==> src/design/mfwb_pkg.sv <==
// ---------------------------------------------------------------------------
// mfwb_pkg
// Types and constants shared by the median filter block.
// ---------------------------------------------------------------------------
package mfwb_pkg;

	localparam int MAX_WIDTH  = 256;
	localparam int MAX_HEIGHT = 256;
	localparam int COORD_W    = 8;
	localparam int SIZE_W     = 9;
	localparam int CHAN_W     = 8;
	localparam int NCHAN      = 3;
	localparam int PIX_W      = NCHAN * CHAN_W;
	localparam int ADDR_W     = $clog2(MAX_WIDTH * MAX_HEIGHT);
	localparam int REG_IDX_W  = 1;

	localparam logic [SIZE_W-1:0] MIN_SIZE   = 9'd5;
	localparam logic [SIZE_W-1:0] SIZE_RESET = 9'd256;

	// request command codes
	localparam logic CMD_WRITE = 1'b0;
	localparam logic CMD_QUERY = 1'b1;

	// configuration register indexes
	localparam logic [REG_IDX_W-1:0] REG_WIDTH  = 1'b0;
	localparam logic [REG_IDX_W-1:0] REG_HEIGHT = 1'b1;

	typedef enum logic [3:0] {
		ST_IDLE,
		ST_MOD,
		ST_GINIT,
		ST_GATH,
		ST_GWAIT,
		ST_SEL,
		ST_SWAIT,
		ST_SUPD,
		ST_DONE
	} state_t;

	typedef struct packed {
		logic store_wr;
		logic latch;
		logic mod_step;
		logic gath_init;
		logic gath_step;
		logic sel_init;
		logic sel_step;
		logic sel_upd;
		logic load_out;
	} cmd_t;

	typedef struct packed {
		logic mod_last;
		logic gath_last;
		logic sel_last;
		logic bit_last;
		logic out_busy;
	} status_t;

endpackage

==> src/design/mfwb_ctrl.sv <==
// ---------------------------------------------------------------------------
// mfwb_ctrl
// Sequencer: modulo, window gather, bitwise rank select, result load.
// ---------------------------------------------------------------------------
module mfwb_ctrl import mfwb_pkg::*; (
	input  logic    clk,
	input  logic    arst_n,
	input  logic    in_valid,
	input  logic    in_command,
	output logic    in_ready,
	input  status_t sts,
	output cmd_t    cmd
);

	state_t state_q;
	state_t state_d;

	// state register
	always_ff @(posedge clk or negedge arst_n) begin
		if (!arst_n) begin
			state_q <= ST_IDLE;
		end else begin
			state_q <= state_d;
		end
	end

	// next state and commands
	always_comb begin
		state_d  = state_q;
		cmd      = '0;
		in_ready = 1'b0;
		unique case (state_q)
			ST_IDLE: begin
				in_ready = 1'b1;
				if (in_valid) begin
					if (in_command == CMD_QUERY) begin
						cmd.latch = 1'b1;
						state_d   = ST_MOD;
					end else begin
						cmd.store_wr = 1'b1;
					end
				end
			end
			ST_MOD: begin
				cmd.mod_step = 1'b1;
				if (sts.mod_last) state_d = ST_GINIT;
			end
			ST_GINIT: begin
				cmd.gath_init = 1'b1;
				state_d       = ST_GATH;
			end
			ST_GATH: begin
				cmd.gath_step = 1'b1;
				if (sts.gath_last) state_d = ST_GWAIT;
			end
			ST_GWAIT: begin
				cmd.sel_init = 1'b1;
				state_d      = ST_SEL;
			end
			ST_SEL: begin
				cmd.sel_step = 1'b1;
				if (sts.sel_last) state_d = ST_SWAIT;
			end
			ST_SWAIT: begin
				state_d = ST_SUPD;
			end
			ST_SUPD: begin
				cmd.sel_upd = 1'b1;
				state_d     = sts.bit_last ? ST_DONE : ST_SEL;
			end
			ST_DONE: begin
				if (!sts.out_busy) begin
					cmd.load_out = 1'b1;
					state_d      = ST_IDLE;
				end
			end
			default: begin
				state_d = ST_IDLE;
			end
		endcase
	end

endmodule

==> config.mk <==
export PLATFORM = sky130hd
export DESIGN_NAME = mfwb_ctrl
export DESIGN_NICKNAME = d
export VERILOG_FILES = /design/src/design/mfwb_pkg.sv /design/src/design/mfwb_ctrl.sv
export SDC_FILE = /design/constraint.sdc
export NUM_CORES = 1
export LEC_CHECK = 0
export ABC_AREA = 1
export BUFFER_PORTS_ARGS = -buffer_cell sky130_fd_sc_hd__buf_2
export CAP_MARGIN = 0
export CORE_AREA = 2 2 39 41
export DETAILED_ROUTE_END_ITERATION = 10
export DIE_AREA = 0 0 41 43
export GPL_ROUTABILITY_DRIVEN = 0
export PLACE_DENSITY = 0.53
export RECOVER_POWER = 100
export SYNTH_ARGS = -nofsm -noshare
export SYNTH_HDL_FRONTEND = slang
export SYNTH_SLANG_ARGS = --single-unit
==> constraint.sdc <==
create_clock -name clk -period 1.68 [get_ports clk]
set_clock_uncertainty 0.2 [all_clocks]
set_input_delay 0.084 -clock clk [delete_from_list [all_inputs] [get_ports clk]]
set_output_delay 0.084 -clock clk [all_outputs]
set_load 0.05 [all_outputs]
Word level (Yosys, flattened, before mapping)
Index checks and enable logic that the tools add are counted.
{ "classes": {"n_mux": 21, "n_shift": 0, "bitwise_logic": 0, "n_reduce_logical": 2, "n_mul": 0, "n_addsub": 0, "order_cmp": 0, "eq_ne": 14, "div": 0} }
{ "ops": {"columns": ["cell", "count"], "rows": [
  ["4-bit case mux with 9 select lines", 1],
  ["4-bit 2-to-1 mux", 7],
  ["4-bit by 3-bit equality test with 1-bit output, second input constant", 4],
  ["2-bit inequality test, second input constant", 6],
  ["1-bit 2-to-1 mux", 11],
  ["4-bit by 2-bit equality test with 1-bit output, second input constant", 2],
  ["6-bit AND reduction", 1],
  ["4-bit by 1-bit equality test with 1-bit output, second input constant", 1],
  ["4-bit equality test, second input constant", 1],
  ["4-bit zero test", 1],
  ["2-bit 2-to-1 mux", 2]
]} }
{ "word_totals": {"latchBits": 0, "register_bits": 4, "rom_bits": 0, "inputBits": 9, "n_memories": 0, "ramBits": 0} }

Longest topological paths before layout
{ "logic_depth": {"word_depth": 3, "mapped_depth": 7} }

Worst setup path after synthesis
No wires, ideal clock.
{ "synth_timing": {"kind": "register to output", "start": "reg state_q[1]", "end": "out cmd[0] in the netlist's numbering", "setup_slack_ns": -0.803, "n_path_buf": 0, "stages_incl_launch_ff": 4, "t_arrival_ns": 2.199, "path_cell_list": "dfrtp_1 -> nor2_1 -> inv_1 -> nor4_1"} }
{ "synth_lines": {"columns": ["item", "line_no", "text"], "rows": [
  ["start, declared", "mfwb_ctrl.sv:15", "state_t state_q;"],
  ["start signal, assigned", "mfwb_ctrl.sv:23", "state_q <= state_d;"],
  ["end, declared", "mfwb_ctrl.sv:12", "output cmd_t cmd"]
]} }

==> qor.txt <==
WL per Instance -> 9.78 um
most frequent cells in the layout -> nand2_1 (15), buf_2 (11), inv_1 (7)
share of post-route cells with drive strength above 1 -> 48.3%
die area -> 0.00176 mm2
max frequency -> 0.617 GHz
clock-pin slew on the worst setup and hold paths -> 40 ps
Yosys top cell by area -> dfrtp_1
CP max-delay cell -> dfrtp_1
CORE AREA -> 0.00138 mm2
Top Registers -> state_q (4)
Tmin final -> 1620 ps
drt first pass iters -> 5
Synth Instances -> 57
CP arrival -> 1340 ps
Routed Antenna Nets -> 0
Post-DP HPWL -> 759 um
Synth cell types -> 15
Final Hold Slack -> 122 ps
initial antenna violation count -> 0
first-pass GRT wire length -> 1490 um
commonest non-fill, non-tap cell in the layout -> nand2_1
DRT iter0 DRCs -> 18
most used cell, CP -> nor2_4
WS Path Type -> flip-flop to output port
Critical Path RT -> 1400 ps
Via-to-Cell Ratio -> 4.59
Clock Tree Buf Depth -> 2
largest net degree at the start of global routing -> 7
post-synthesis sequential area ratio -> 28.6%
routed vias -> 473
RSZ-0062 raised after global routing -> yes
synthesized net count -> 66
Synth Cell Area -> 350 um2
status -> complete, no violations
grt total ovfl -> 0
number of instances in the placed design -> 93
Synth top area share -> 28.6%
Starting Density -> 25.3%
Ports -> 19
Final Hold Viols -> 0
drt total wl -> 1010 um
DRC viols -> 0
Layout Utilization -> 45.6%
number of global-route vias before repair -> 375
critical-path cell list -> nor2_4, inv_2, nor2_4, nand2_2, nor2_4, buf_6
worst vdd ir -> 0.00108 V
NumNets Final -> 98
max reg flops -> 4
Yosys Warn Count -> 0
die width -> 41 um
Leak -> 0.355 nW
clk_lat worst skew -> 230 ps
Total GRT Usage -> 12.4%
Buf/Inv on CP -> 2
Cell Pwr Density -> 1890 mW/mm2
# diodes -> 0
Max transition margin -> 83.6%
Vert. Die Dim -> 43 um
Root Buffer -> clkbuf_4
CP Capture Type -> output port
Max H-tree Level -> 1
clk sink count -> 4
Finished Layout Cells -> 103
Final setup viols -> 0
FP Rows -> 14
flops & latches, synth -> 4
crit-path leading delay family -> flip-flops
TritonCTS buffer count -> 3
Mapped Avg Cell Area -> 6.15 um2
worst-path fanout max -> 4
HP Class -> input port to flip-flop
area delta synth->final -> 80.0%
Reg with most FFs -> state_q
Max Cap Violations -> 0
final slew viol count -> 0
Startpoint Class -> flip-flop
TritonCTS clock tree -> built
period utilization -> 96.4%
Slew @ Worst Pin -> 248 ps
Area contributors post-synth -> dfrtp_1 (29%), nand2_1 (17%), nor2_2 (8.9%), inv_1 (8.6%), nor3_1 (7.1%)
Critical Path Max Stage Delay -> 440 ps
total power -> 1.19 mW
PortBufs -> 18
## cell usage after synthesis
| master | number |
|---|---|
| a21oi_1 | 1 |
| nor4_1 | 1 |
| nand3_2 | 2 |
| nand3_1 | 4 |
| o21ai_0 | 1 |
| nor3_1 | 5 |
| nor2_2 | 5 |
| inv_2 | 4 |
| o21bai_1 | 1 |
| nand4_1 | 1 |
| nand3b_1 | 1 |
| inv_1 | 8 |
| nand2_1 | 16 |
| dfrtp_1 | 4 |
| nor2_1 | 3 |
## final timing paths
path,start,end,slack (ps),cells after the start
max in group asynchronous,arst_n,state_q[0],540,3
hold reg to reg,state_q[2],state_q[3],510,3
setup reg to reg,state_q[0],state_q[1],240,7
setup / recovery,state_q[2],cmd[8],60,6
hold / removal,sts[4],state_q[0],120,6
min in group asynchronous,arst_n,state_q[1],550,3
## worst register-to-register path: stages (launching register included)
cell	delay [ps]
dfrtp_2	440
nor2_4	130
buf_4	130
nand3_1	110
nand3_1	150
nor2_2	60
nand2_1	60
nand2_1	50
## through the flow
step / worst slack (ps) / cell area, um2 / TNS (ps)
6_report: 60.4 / 631 / 0
5_1_grt: -16.6 / 631 / -16.6
4_1_cts: -7.34 / 599 / -7.34
3_5_place_dp: 191 / 512 / 0
3_3_place_gp: 180 / 512 / 0
2_1_floorplan: -373 / 387 / -914
## final cells by class
cell class	instances	area (um2)
multi-input combinational	41	246
inverter	12	45.0
timing repair buffer	27	194
fill	151	753
sequential	4	103
clock buffer	3	22.5
tap	16	20.0
## layer usage
layer,share of wire (%),vias up,track usage (%)
li1,-,242,-
met1,44,211,17.3
met2,49,20,18.1
met3,7.1,0,4.71
met4,0,0,2.00
met5,0,-,0
## logic make-up (layout without fill, tap and decap cells)
group / Yosys count / after routing / synth area share [%]
flops: 4 / 4 / 28.6
simple gates: 38 / 38 / 53.6
buf+inv: 12 / 42 / 12.9
compound gates: 3 / 3 / 5.00
## where the power goes
part | internal, mW | leakage, nW | switching, mW
Clock | 0.0800 | 0.0138 | 0.0400
Sequential | 0.141 | 0.0489 | 0.0668
Combinational | 0.279 | 0.292 | 0.586
## what timing repair did
item,4_1_cts,5_1_grt
setup buffers,0,1
setup endpoints to repair,2,7
pin swaps,0,1
resized for setup,2,12
endpoints found under the hold margin,7,0
hold buffers,6,0
Note: power is estimated with default switching activity, not from simulation.
